[config.mk]
export PLATFORM = sky130hd
export DESIGN_NAME = console_command_byte_interpreter_top
export DESIGN_NICKNAME = d
export VERILOG_FILES = /design/src/design/ccbi_pkg.sv /design/src/design/ccbi_ram.sv /design/src/design/ccbi_divider.sv /design/src/design/console_command_byte_interpreter_top.sv
export SDC_FILE = /design/constraint.sdc
export NUM_CORES = 1
export LEC_CHECK = 0
export ABC_AREA = 1
export BUFFER_PORTS_ARGS = -buffer_cell sky130_fd_sc_hd__buf_2
export CORE_MARGIN = 8
export CORE_UTILIZATION = 57
export DETAILED_ROUTE_END_ITERATION = 7
export GPL_ROUTABILITY_DRIVEN = 0
export GPL_TIMING_DRIVEN = 0
export PLACE_DENSITY = 0.72
export SLEW_MARGIN = 5
export SYNTH_ARGS = -nofsm -noshare
export SYNTH_HDL_FRONTEND = slang
export SYNTH_SLANG_ARGS = --single-unit
[constraint.sdc]
create_clock -name clk -period 13.2 [get_ports clk]
set_clock_uncertainty 0.05 [all_clocks]
set_input_delay 2.64 -clock clk [delete_from_list [all_inputs] [get_ports clk]]
set_output_delay 2.64 -clock clk [all_outputs]
set_load 0.02 [all_outputs]
[src/design/ccbi_pkg.sv]
`timescale 1ns / 1ps
// Shared types, codes and helpers for the command byte interpreter.
package ccbi_pkg;

  typedef struct packed {
    logic [7:0] data_byte;
    logic       end_of_program;
  } in_t;

  typedef struct packed {
    logic [1:0]  kind;
    logic [7:0]  character;
    logic [15:0] sleep_ticks;
    logic [1:0]  finish_status;
    logic        last_of_run;
  } out_t;

  // Interpreter phase between bytes
  typedef enum logic [1:0] {
    PH_OPCODE  = 2'd0,
    PH_OPERAND = 2'd1,
    PH_STRING  = 2'd2,
    PH_IGNORE  = 2'd3
  } phase_t;

  localparam logic [1:0] KIND_CHAR   = 2'd0;
  localparam logic [1:0] KIND_SLEEP  = 2'd1;
  localparam logic [1:0] KIND_YIELD  = 2'd2;
  localparam logic [1:0] KIND_FINISH = 2'd3;

  localparam logic [1:0] ST_END     = 2'd0;
  localparam logic [1:0] ST_UNKNOWN = 2'd1;
  localparam logic [1:0] ST_STREAM  = 2'd2;
  localparam logic [1:0] ST_TRUNC   = 2'd3;

  localparam logic [7:0] OP_STRING = 8'h01;
  localparam logic [7:0] OP_SLEEP  = 8'h02;
  localparam logic [7:0] OP_YIELD  = 8'h03;
  localparam logic [7:0] OP_DEC    = 8'h04;
  localparam logic [7:0] OP_HEX    = 8'h05;
  localparam logic [7:0] OP_END    = 8'hFF;

  localparam logic [3:0] DEC_BASE = 4'd10;
  // floor(n / 10) == (n * DEC_RECIP) >> 35 for every 32-bit n
  localparam logic [31:0] DEC_RECIP = 32'hCCCC_CCCD;

  localparam int DIGIT_DEPTH = 10;
  localparam int DIGIT_AW    = $clog2(DIGIT_DEPTH);

  localparam logic [7:0] CHAR_ZERO = 8'h30;
  localparam logic [7:0] CHAR_A    = 8'h61;

  // Divider handoff back to the sequencer
  typedef struct packed {
    logic        done;
    logic [31:0] quotient;
    logic [3:0]  remainder;
  } div_result_t;

  function automatic logic [7:0] glyph(input logic [3:0] d);
    logic [7:0] g;
    if (d < 4'd10) g = CHAR_ZERO + {4'd0, d};
    else           g = CHAR_A + {4'd0, d} - 8'd10;
    return g;
  endfunction

endpackage

[src/design/ccbi_ram.sv]
`timescale 1ns / 1ps
// Generic single-write, single-read RAM with registered read data.
module ccbi_ram #(
  parameter int WIDTH = 4,
  parameter int DEPTH = 10
) (
  input  logic                     clk,
  input  logic                     wr_en,
  input  logic [$clog2(DEPTH)-1:0] wr_addr,
  input  logic [WIDTH-1:0]         wr_data,
  input  logic                     rd_en,
  input  logic [$clog2(DEPTH)-1:0] rd_addr,
  output logic [WIDTH-1:0]         rd_data
);

  logic [WIDTH-1:0] mem [DEPTH];

  always_ff @(posedge clk) begin
    if (wr_en) mem[wr_addr] <= wr_data;
    if (rd_en) rd_data <= mem[rd_addr];
  end

endmodule

[src/design/ccbi_divider.sv]
`timescale 1ns / 1ps
// Digit extractor for base 10 or 16: base 10 by reciprocal multiply on one shared 32x16 multiplier, base 16 by shift.
module ccbi_divider (
  input  logic                     clk,
  input  logic                     rst,
  input  logic                     start,
  input  logic                     hex,
  input  logic [31:0]              dividend,
  output ccbi_pkg::div_result_t    result
);

  logic        running;
  logic [1:0]  step;
  logic        hex_mode;
  logic [31:0] num;
  logic [63:0] acc;
  logic [31:0] quo;
  logic [3:0]  rem;
  logic        done;
  logic [15:0] mul_b;
  logic [47:0] prod;
  logic [31:0] dec_quo;
  logic [31:0] dec_tens;
  logic [31:0] dec_rem;

  // low half of the reciprocal on the first pass, high half on the second
  assign mul_b    = (step == 2'd0) ? ccbi_pkg::DEC_RECIP[15:0] : ccbi_pkg::DEC_RECIP[31:16];
  assign prod     = {16'd0, num} * {32'd0, mul_b};
  assign dec_quo  = {3'd0, acc[63:35]};
  assign dec_tens = {dec_quo[28:0], 3'b000} + {dec_quo[30:0], 1'b0};
  assign dec_rem  = num - dec_tens;

  always_ff @(posedge clk) begin
    if (rst) begin
      running <= 1'b0;
      done    <= 1'b0;
      step    <= '0;
    end else begin
      done <= 1'b0;
      if (start) begin
        running  <= 1'b1;
        step     <= '0;
        num      <= dividend;
        hex_mode <= hex;
      end else if (running) begin
        step <= step + 2'd1;
        case (step)
          2'd0: begin
            if (hex_mode) begin
              quo     <= {4'd0, num[31:4]};
              rem     <= num[3:0];
              running <= 1'b0;
              done    <= 1'b1;
            end else begin
              acc <= {16'd0, prod};
            end
          end
          2'd1: acc <= acc + {prod, 16'd0};
          default: begin
            quo     <= dec_quo;
            rem     <= dec_rem[3:0];
            running <= 1'b0;
            done    <= 1'b1;
          end
        endcase
      end
    end
  end

  assign result.done      = done;
  assign result.quotient  = quo;
  assign result.remainder = rem;

  // done only ever follows a run that has just finished
  a_done_after_run: assert property (@(posedge clk) disable iff (rst)
    done |-> !running) else $error("divider done while still running");
  a_run_ends: assert property (@(posedge clk) disable iff (rst)
    running && !start && step == 2'd2 |=> done) else $error("divider missed done");
  a_rem_range: assert property (@(posedge clk) disable iff (rst)
    done && !hex_mode |-> rem < ccbi_pkg::DEC_BASE) else $error("remainder out of range");

endmodule

[src/design/console_command_byte_interpreter_top.sv]
`timescale 1ns / 1ps
// Top level: byte decoder, result sequencer and number-to-digit conversion.
//
//  channel | direction | payload           | handshake
//  in      | input     | ccbi_pkg::in_t    | in_valid / in_stall
//  out     | output    | ccbi_pkg::out_t   | out_valid / out_stall
//
// A byte with no result passes through accept and decode only; each result it
// causes then adds an output state. A number print runs the shared divider once
// per digit (up to 10 digits), then reads each digit back via S_RD and S_OUT.
// Synchronous active-high reset returns the block to awaiting an opcode.
// in_stall is high from acceptance until the byte's last result is loaded into
// the output register; out_stall holds that register and pauses the sequencer.
module console_command_byte_interpreter_top (
  input  logic             clk,
  input  logic             rst,
  input  logic             in_valid,
  output logic             in_stall,
  input  ccbi_pkg::in_t    in_data,
  output logic             out_valid,
  input  logic             out_stall,
  output ccbi_pkg::out_t   out_data
);

  typedef enum logic [6:0] {
    S_IDLE   = 7'b0000001,
    S_DECODE = 7'b0000010,
    S_MAIN   = 7'b0000100,
    S_DIV    = 7'b0001000,
    S_RD     = 7'b0010000,
    S_OUT    = 7'b0100000,
    S_FIN    = 7'b1000000
  } state_t;

  localparam int AW = ccbi_pkg::DIGIT_AW;

  state_t state, state_next;

  // interpreter state
  ccbi_pkg::phase_t phase, phase_next;
  logic [2:0]  pend_op, pend_op_next;
  logic [2:0]  seen, seen_next;
  logic [31:0] val, val_next;
  logic [15:0] sbl, sbl_next;

  // latched input byte
  logic [7:0] in_b;
  logic       in_eop;

  // pending results of the current byte
  logic        main_vld_next;
  logic [1:0]  main_kind, main_kind_next;
  logic [7:0]  main_char, main_char_next;
  logic [15:0] main_ticks, main_ticks_next;
  logic        num_vld_next;
  logic        num_hex;
  logic        fin_vld, fin_vld_next;
  logic [1:0]  fin_status, fin_status_next;

  logic [AW-1:0] cnt;
  logic [AW-1:0] idx;

  logic                  div_start;
  logic [31:0]           div_dividend;
  ccbi_pkg::div_result_t div_res;

  logic          ram_wr;
  logic          ram_rd;
  logic [3:0]    ram_rdata;

  logic           out_free;
  logic           out_load;
  ccbi_pkg::out_t out_value;

  logic in_accept;
  assign in_accept = in_valid && !in_stall;
  assign in_stall  = state != S_IDLE;
  assign out_free  = !out_valid || !out_stall;

  // ---------------- byte decode ----------------
  always_comb begin
    logic [2:0]  need;
    logic [31:0] merged;
    logic [15:0] sbl_dec;
    phase_next      = phase;
    pend_op_next    = pend_op;
    seen_next       = seen;
    val_next        = val;
    sbl_next        = sbl;
    main_vld_next   = 1'b0;
    main_kind_next  = ccbi_pkg::KIND_CHAR;
    main_char_next  = '0;
    main_ticks_next = '0;
    num_vld_next    = 1'b0;
    fin_vld_next    = 1'b0;
    fin_status_next = ccbi_pkg::ST_END;
    need    = (pend_op == ccbi_pkg::OP_DEC[2:0] || pend_op == ccbi_pkg::OP_HEX[2:0])
              ? 3'd4 : 3'd2;
    merged  = val;
    sbl_dec = (sbl != 16'd0) ? sbl - 16'd1 : sbl;
    case (seen[1:0])
      2'd0:    merged[7:0]   = val[7:0]   | in_b;
      2'd1:    merged[15:8]  = val[15:8]  | in_b;
      2'd2:    merged[23:16] = val[23:16] | in_b;
      default: merged[31:24] = val[31:24] | in_b;
    endcase
    case (phase)
      ccbi_pkg::PH_OPCODE: begin
        if (in_b == ccbi_pkg::OP_STRING || in_b == ccbi_pkg::OP_SLEEP ||
            in_b == ccbi_pkg::OP_DEC || in_b == ccbi_pkg::OP_HEX) begin
          pend_op_next = in_b[2:0];
          seen_next    = '0;
          val_next     = '0;
          phase_next   = ccbi_pkg::PH_OPERAND;
          if (in_eop) begin
            fin_vld_next    = 1'b1;
            fin_status_next = ccbi_pkg::ST_TRUNC;
            phase_next      = ccbi_pkg::PH_OPCODE;
          end
        end else if (in_b == ccbi_pkg::OP_YIELD) begin
          main_vld_next  = 1'b1;
          main_kind_next = ccbi_pkg::KIND_YIELD;
          if (in_eop) begin
            fin_vld_next    = 1'b1;
            fin_status_next = ccbi_pkg::ST_STREAM;
          end
        end else begin
          fin_vld_next    = 1'b1;
          fin_status_next = (in_b == ccbi_pkg::OP_END) ? ccbi_pkg::ST_END
                                                       : ccbi_pkg::ST_UNKNOWN;
          phase_next      = in_eop ? ccbi_pkg::PH_OPCODE : ccbi_pkg::PH_IGNORE;
        end
      end
      ccbi_pkg::PH_OPERAND: begin
        val_next  = merged;
        seen_next = seen + 3'd1;
        if (seen + 3'd1 >= need) begin
          phase_next = ccbi_pkg::PH_OPCODE;
          if (pend_op == ccbi_pkg::OP_STRING[2:0]) begin
            sbl_next = merged[15:0];
            if (merged[15:0] != 16'd0) phase_next = ccbi_pkg::PH_STRING;
          end else if (pend_op == ccbi_pkg::OP_SLEEP[2:0]) begin
            main_vld_next   = 1'b1;
            main_kind_next  = ccbi_pkg::KIND_SLEEP;
            main_ticks_next = merged[15:0];
          end else if (merged == 32'd0) begin
            main_vld_next  = 1'b1;
            main_kind_next = ccbi_pkg::KIND_CHAR;
            main_char_next = ccbi_pkg::CHAR_ZERO;
          end else begin
            num_vld_next = 1'b1;
          end
          if (in_eop) begin
            fin_vld_next    = 1'b1;
            fin_status_next = ccbi_pkg::ST_STREAM;
            phase_next      = ccbi_pkg::PH_OPCODE;
          end
        end else if (in_eop) begin
          fin_vld_next    = 1'b1;
          fin_status_next = ccbi_pkg::ST_TRUNC;
          phase_next      = ccbi_pkg::PH_OPCODE;
        end
      end
      ccbi_pkg::PH_STRING: begin
        main_vld_next  = 1'b1;
        main_kind_next = ccbi_pkg::KIND_CHAR;
        main_char_next = in_b;
        sbl_next       = sbl_dec;
        if (sbl_dec == 16'd0) phase_next = ccbi_pkg::PH_OPCODE;
        if (in_eop) begin
          fin_vld_next    = 1'b1;
          fin_status_next = ccbi_pkg::ST_STREAM;
          phase_next      = ccbi_pkg::PH_OPCODE;
        end
      end
      default: begin
        if (in_eop) phase_next = ccbi_pkg::PH_OPCODE;
      end
    endcase
  end

  // ---------------- sequencer ----------------
  always_comb begin
    state_next = state;
    case (state)
      S_IDLE:   if (in_accept) state_next = S_DECODE;
      S_DECODE: begin
        if (main_vld_next)     state_next = S_MAIN;
        else if (num_vld_next) state_next = S_DIV;
        else if (fin_vld_next) state_next = S_FIN;
        else                   state_next = S_IDLE;
      end
      S_MAIN:   if (out_free) state_next = fin_vld ? S_FIN : S_IDLE;
      S_DIV: begin
        if (div_res.done && div_res.quotient == 32'd0) state_next = S_RD;
      end
      S_RD:     state_next = S_OUT;
      S_OUT: begin
        if (out_free) begin
          if (idx != '0)    state_next = S_RD;
          else if (fin_vld) state_next = S_FIN;
          else              state_next = S_IDLE;
        end
      end
      S_FIN:    if (out_free) state_next = S_IDLE;
      default:  state_next = S_IDLE;
    endcase
  end

  assign div_start    = (state == S_DECODE && num_vld_next) ||
                        (state == S_DIV && div_res.done && div_res.quotient != 32'd0);
  assign div_dividend = (state == S_DECODE) ? val_next : div_res.quotient;
  assign ram_wr       = state == S_DIV && div_res.done;
  assign ram_rd       = state == S_RD;

  always_ff @(posedge clk) begin
    if (rst) begin
      state   <= S_IDLE;
      phase   <= ccbi_pkg::PH_OPCODE;
      pend_op <= '0;
      seen    <= '0;
      val     <= '0;
      sbl     <= '0;
      fin_vld <= 1'b0;
    end else begin
      state <= state_next;
      if (state == S_DECODE) begin
        phase      <= phase_next;
        pend_op    <= pend_op_next;
        seen       <= seen_next;
        val        <= val_next;
        sbl        <= sbl_next;
        fin_vld    <= fin_vld_next;
      end
    end
  end

  // payload and datapath registers
  always_ff @(posedge clk) begin
    if (in_accept) begin
      in_b   <= in_data.data_byte;
      in_eop <= in_data.end_of_program;
    end
    if (state == S_DECODE) begin
      main_kind  <= main_kind_next;
      main_char  <= main_char_next;
      main_ticks <= main_ticks_next;
      fin_status <= fin_status_next;
      num_hex    <= pend_op == ccbi_pkg::OP_HEX[2:0];
      cnt        <= '0;
    end
    if (ram_wr) begin
      if (div_res.quotient != 32'd0) cnt <= cnt + AW'(1);
      else                           idx <= cnt;
    end
    if (state == S_OUT && out_free && idx != '0) idx <= idx - AW'(1);
  end

  ccbi_divider u_div (
    .clk      (clk),
    .rst      (rst),
    .start    (div_start),
    .hex      ((state == S_DECODE) ? (pend_op == ccbi_pkg::OP_HEX[2:0]) : num_hex),
    .dividend (div_dividend),
    .result   (div_res)
  );

  ccbi_ram #(
    .WIDTH (4),
    .DEPTH (ccbi_pkg::DIGIT_DEPTH)
  ) u_digits (
    .clk     (clk),
    .wr_en   (ram_wr),
    .wr_addr (cnt),
    .wr_data (div_res.remainder),
    .rd_en   (ram_rd),
    .rd_addr (idx),
    .rd_data (ram_rdata)
  );

  // ---------------- output register ----------------
  always_comb begin
    out_value = '0;
    out_load  = 1'b0;
    case (state)
      S_MAIN: begin
        out_load              = out_free;
        out_value.kind        = main_kind;
        out_value.character   = main_char;
        out_value.sleep_ticks = main_ticks;
        out_value.last_of_run = !fin_vld;
      end
      S_OUT: begin
        out_load              = out_free;
        out_value.kind        = ccbi_pkg::KIND_CHAR;
        out_value.character   = ccbi_pkg::glyph(ram_rdata);
        out_value.last_of_run = idx == '0 && !fin_vld;
      end
      S_FIN: begin
        out_load                = out_free;
        out_value.kind          = ccbi_pkg::KIND_FINISH;
        out_value.finish_status = fin_status;
        out_value.last_of_run   = 1'b1;
      end
      default: out_load = 1'b0;
    endcase
  end

  always_ff @(posedge clk) begin
    if (rst) begin
      out_valid <= 1'b0;
    end else if (out_load) begin
      out_valid <= 1'b1;
    end else if (!out_stall) begin
      out_valid <= 1'b0;
    end
  end

  always_ff @(posedge clk) begin
    if (out_load) out_data <= out_value;
  end

  a_string_len: assert property (@(posedge clk) disable iff (rst)
    phase == ccbi_pkg::PH_STRING |-> sbl != 16'd0)
    else $error("string phase with no bytes left");
  a_operand_cnt: assert property (@(posedge clk) disable iff (rst)
    phase == ccbi_pkg::PH_OPERAND |-> seen < 3'd4)
    else $error("operand count overrun");
  a_accept_decode: assert property (@(posedge clk) disable iff (rst)
    in_accept |=> state == S_DECODE)
    else $error("accepted byte not decoded");
  a_div_owner: assert property (@(posedge clk) disable iff (rst)
    div_res.done |-> state == S_DIV)
    else $error("divider result outside conversion");
  a_digit_idx: assert property (@(posedge clk) disable iff (rst)
    state == S_RD |-> idx < AW'(ccbi_pkg::DIGIT_DEPTH))
    else $error("digit index out of range");

endmodule
# Yosys cells after proc, flatten, opt, wreduce, memory -nomap -nowiden
# Memories as Yosys holds them, arrays and structs flattened. A register that Yosys moved wholly into a read port is not among the register bits.
# Index checks and enable logic that the tools add are counted.
[op_classes]
n_addsub = 11
n_mux = 100
magnitude_cmp = 2
n_eq_ne = 37
n_mul = 1
n_reduce_logical = 48
n_bitwise = 11
[ops]
columns = ["operator", "n"]
rows = [
  ["$pmux 32 s2", 2],
  ["$pmux 64 s2", 1],
  ["$mux 32", 3],
  ["$mux 7", 10],
  ["$add 64x64->64", 1],
  ["$logic_not 32->1", 2],
  ["$mux 64", 1],
  ["$pmux 7 s7", 1],
  ["$mul 32x16->48", 1],
  ["$mux 16", 3],
  ["$mux 8", 5],
  ["$mux 2", 17],
  ["$or 8x8->8", 4],
  ["$pmux 16 s2", 1],
  ["$pmux 8 s2", 2],
  ["$reduce_bool 16->1", 2],
  ["$reduce_bool 32->1", 1],
  ["$mux 1", 30],
  ["$mux 4", 7],
  ["$mux 6", 4],
  ["$ne 2x2->1 const B", 9],
  ["$eq 8x2->1 const B", 2],
  ["$eq 8x3->1 const B", 2],
  ["$logic_not 16->1", 1],
  ["other kinds (51)", 98],
]
[totals]
ff_bits = 277
ram_bits = 40
input_bits = 13
n_memories = 1
wordCells = 241
[mem_list]
columns = ["name", "depth", "width", "read_ports", "rd_ports_with_merged_regs", "wr", "line_no", "text"]
rows = [
  ["u_digits.mem", 10, 4, 1, 1, 1, "ccbi_ram.sv:16", "logic [WIDTH-1:0] mem [DEPTH];"],
]

# Logic depth before layout (Yosys ltp)
[logic_depth]
ltp_word = 13
depth_mapped = 38
ltp_nobuf = 38

# By module
# From an unflattened synthesis, not the netlist that was laid out.
[hier_totals]
hier_cells = 3495
area_unflattened_um2 = 27721.6
[by_module_without_submodules]
columns = ["module", "n_inst", "area_per_inst_um2", "cells_each"]
rows = [
  ["ccbi_divider", 1, 18163.7, 2280],
  ["console_command_byte_interpreter_top", 1, 7677.4, 1037],
  ["ccbi_ram", 1, 1880.6, 178],
]

# Worst setup path after synthesis
# OpenSTA, ideal clock, no wires.
[synth_timing]
path_kind = "register to register"
startpoint = "register u_div.num[1]"
endpoint = "register u_div.acc[63], data pin"
stages_incl_launch_ff = 32
arrival_ns = 6.090
setup_slack_ns = 6.806
required_time_ns = 12.896
path_buffers = 0
path_cell_list = "edfxtp_1 > ha_1 > xor2_1 > ha_1 > a21o_1 > fa_1 > inv_1 > fa_1 > fa_1 > fa_1 > inv_1 > ha_1 > nand2_1 > a21oi_1 > or2_2 > o21bai_2 > nand2_1 > nand2_1 > nand3_1 > or2_1 > and2_1 > ha_1 > a21oi_1 > o21ai_0 > a21oi_1 > nand2_1 > a21oi_1 > nand3_1 > nand2_1 > nand2_1 > nor2_1 > nor2_2"
[synth_between]
elab_chain_cells = 3
[synth_lines]
columns = ["item", "line_no", "text"]
rows = [
  ["start: declaration", "ccbi_divider.sv:15", "logic [31:0] num;"],
  ["start signal: assignment", "ccbi_divider.sv:43", "num <= dividend;"],
  ["$mul 32x16->48", "ccbi_divider.sv:28", "assign prod = {16'd0, num} * {32'd0, mul_b};"],
  ["$add 64x64->64", "ccbi_divider.sv:58", "2'd1: acc <= acc + {prod, 16'd0};"],
  ["$pmux 64 s2", "ccbi_divider.sv:47", "case (step)"],
  ["end signal: assignment", "ccbi_divider.sv:55", "acc <= {16'd0, prod};"],
  ["end signal: assignment", "ccbi_divider.sv:58", ""],
  ["end: declaration", "ccbi_divider.sv:16", "logic [63:0] acc;"],
]
# Every way passes these cells.
# A chain may end at the register's enable or synchronous reset.

# Final worst setup path
[layout_timing]
startpoint = "register u_div.num[15]"
endpoint = "register u_div.acc[63], data pin"
# The elaborated chain is that of the path after synthesis.

==> summary.txt <==
Route
  • DRC: 0
  • DR vias/cell: around 5.8
  • Antenna viol nets, final: 0
  • Routed len/inst: slightly below 20 um
  • Pre-antenna DRT Iters: 8
  • Routed WL: between 70 and 80 mm
  • Vias: approximately 23,000
  • DRT iter0 DRCs: 2,466

Layout
  • Share of cells above drive strength 1: 6.995%
  • Antenna cells: 0
  • Fin area: 0.02941 mm2
  • Area growth syn-to-layout: 8.073%
  • Area of the multi-input gates: 0.01616 mm2
  • Flip-flop and latch area: roughly 0.0083 mm2
  • Filler cell count: 4,141
  • Final net count: 3,836

Critical path
  • Critical Path AT: 7.82 ns
  • Crit path launch type: flip-flop
  • CP endpoint kind: flip-flop
  • CP max FO: 5
  • CP peak stage delay: 0.55 ns
  • Critical path's most frequent cell: nand2_1
  • CP Class: reg -> reg
  • Reg-to-Reg Start: u_div.num[15]
  • Worst-case reg-to-reg path depth: 29
  • CP max-delay cell: edfxtp_1
  • R2R Path End: u_div.acc[63]
  • Worst reg-to-reg setup slack: 5.63 ns
  • Critical Path RT: ~13 ns

Timing
  • Total negative setup slack: 0 ns
  • Slew at the pin with the worst max-slew slack: between 1 and 1.5 ns
  • Crit share post-route: a little under three fifths
  • Hold slack: around 0.43 ns
  • Unrepaired setup endpoints after global routing: false
  • Fin crit period: 7.574 ns
  • Relative slew slack: 23.65%
  • Highest Clock Rate: 0.1320 GHz
  • Final slew viol count: 0
  • Final setup viols: 0
  • Final Hold Viols: 0

Logic synthesis
  • Synth area leader: edfxtp_1
  • FFs w/ async S/R, synth: 0%
  • Synth top area cells: edfxtp_1 (25%), fa_1 (14%), ha_1 (13%)
  • Yosys reg bits: 302
  • Sequential area share after synthesis: 30.60%
  • Cell Area, Synth: 0.02722 mm2
  • Post-Synthesis Cells: 3,277
  • Mean Syn Cell Area: slightly above 8 um2
  • Count of different cell masters after synthesis: 63
  • Synth warnings: 0
  • Post-synth EDFFs: about 230
  • Syn Nets: roughly 3,800
  • Post-synth top area share: 25.16%
  • Top_reg_cell synth: edfxtp_1

Floorplanning
  • Starting Density: between 50 and 60%
  • Die area: 0.05500 mm2
  • Chip Width: approximately 230 um
  • Row count: 80
  • Die Y: 234.5 um
  • Number of top-level pins: 44
  • Core area: 0.04745 mm2

Global route
  • Gr usage total: approximately 28%
  • Gr ovfl total: 0
  • Global-route wire length before repair: 121.3 mm
  • Initial antenna violation count: 0
  • Vias in the first global route: 22,820
  • Largest net degree at the start of global routing: 38

Pwr
  • Pwr/cell area: 71.20 mW/mm2
  • Lkg Pwr: about 14 nW
  • VDD IR max: ~73 uV

Clock network
  • Clock latency on the worst-skew pair: 0.55 ns
  • Cts hold-fix bufs: 0
  • H-Tree Depth: 2
  • Max Buffers Root-to-Sink: 3
  • Clock Sink Count: 302
  • CTS resizes: 0
  • Worst-path clk slew: 0.06 ns
  • Root Buffer: clkbuf_16
  • Total CTS buffers: 35
  • Post-CTS Setup Inserts: 0
  • CTS tree: built

Hold path
  • Worst Hold End: seen[2]
  • Worst Hold Launch: seen[2]
  • Class of the worst hold path: reg -> reg
  • Hold path cells: 2

Run
  • Max-Cap Viols: 0

Place
  • Hpwl dp: 64.06 mm
  • # port buffers: between 40 and 50
  • Area after DPL: 0.02830 mm2

Run status
  • Status: finished, final reports clean
==> placed cells by master (no fill, tap or decap), drive strengths merged, types with 5 or more instances in the layout <==
master,netlist,layout
nor2,307,307
a21o,18,18
inv,645,646
o221ai,7,7
nand3,103,103
ha,277,277
xnor2,36,36
a21oi,262,262
a31oi,17,17
o21ai,198,198
fa,185,185
nor4,19,19
o21a,6,6
xor2,59,59
buf,26,73
or3,16,16
edfxtp,228,228
clkbuf,37,82
dfxtp,74,74
nand2,636,636
o21bai,14,14
clkinv,3,18
nand4,17,17
nand3b,5,5
nor3,29,29
and3,5,5
o211ai,9,9
a221oi,9,9
o22ai,5,5
==> worst max path at each step <==
stage,start,end,slack [ns]
2_1_floorplan,u_div.num[1],u_div.acc[63],6.81
3_3_place_gp,u_div.num[13],u_div.acc[63],5.82
3_5_place_dp,u_div.num[12],u_div.acc[63],5.84
4_1_cts,u_div.num[13],u_div.acc[60],5.78
5_1_grt,u_div.step[0],u_div.acc[63],5.21
6_report,u_div.num[15],u_div.acc[63],5.63
==> per-stage QoR <==
stage / instances / utilization, % / power [mW] / setup WS [ns]
5_1_grt: 4003 / 62.00 / 2.147 / 5.212
3_3_place_gp: 3935 / 59.44 / 1.148 / 5.822
2_1_floorplan: 3277 / - / 1.116 / 6.806
6_report: 4003 / 62.00 / 2.094 / 5.626
3_5_place_dp: 3939 / 59.65 / 1.152 / 5.837
4_1_cts: 4003 / 62.00 / 2.100 / 5.782
==> worst max-delay path, delay by kind of cell, from the launching register on <==
| kind | cells | cell delay [ns] |
|---|---|---|
| compound gates | 2 | 0.64 |
| xor+xnor | 1 | 0.45 |
| fa+ha+maj | 8 | 3.51 |
| buf+inv | 5 | 0.37 |
| flops | 1 | 0.55 |
| simple gates | 13 | 1.74 |
==> routing by layer <==
metal  vias up  wire, um  global-route usage, %
met4         0      4298                  13.91
li1      10770         -                      -
met1     10930     30850                  35.86
met2      1147     35720                  46.77
met3       258      6707                  4.495
met5         -         0                      0
==> where the power goes <==
group | switching (mW) | internal (mW)
clock | 0.409 | 0.550
sequential | 0.0121 | 1.02
combinational | 0.0723 | 0.0269
total | 0.494 | 1.60
==> area by class of cell <==
cell class / instances / area share (%)
clock buffers: 45 / 3.212
flip-flops and latches: 302 / 28.31
well taps: 615 / 2.616
inverters: 648 / 8.278
repair buffers: 47 / 0.9869
plain buffers: 63 / 1.093
clock inverters: 19 / 0.5657
multi-input cells: 2264 / 54.94
==> flip-flops by register name, summed over array words and instances (netlist names), 16 cells and up <==
name / count
sbl: 16
out_data: 29
u_div.acc: 48
val: 32
main_ticks: 16
u_digits.mem: 40
u_div.quo: 29
u_div.num: 32
==> cell usage after synthesis, types with 5 or more instances <==
master and instances:
inv_1 629, nand2_1 616, nor2_1 287, ha_1 277, a21oi_1 255, edfxtp_1 228
fa_1 185, o21ai_0 177, nand3_1 98, dfxtp_1 74, xor2_1 53, clkbuf_1 37
xnor2_1 35, nor3_1 24, nand2_2 20, a31oi_1 17, nand4_1 17, nor2_2 17
a21o_1 16, or3_1 16, inv_2 15, buf_2 13, o21ai_1 13, o21bai_1 13
nor4_1 10, buf_6 8, o211ai_1 8, o21ai_2 8, a21oi_2 7, o221ai_1 7
a221oi_1 6, o21a_1 6, xor2_2 6, and3_1 5, nand3_2 5, nor4_4 5
o22ai_1 5
==> cell families after synthesis <==
family | count (synthesis) | share of synthesized area [%]
AOI/OAI and AO/OA | 562 | 11.61
xor gates and xnor gates | 95 | 3.250
adders and majority gates | 462 | 26.34
buffers and inverters | 711 | 10.12
DFF | 302 | 30.60
and+or+nand+nor | 1145 | 18.08
Power figures use the tool's default switching activity.
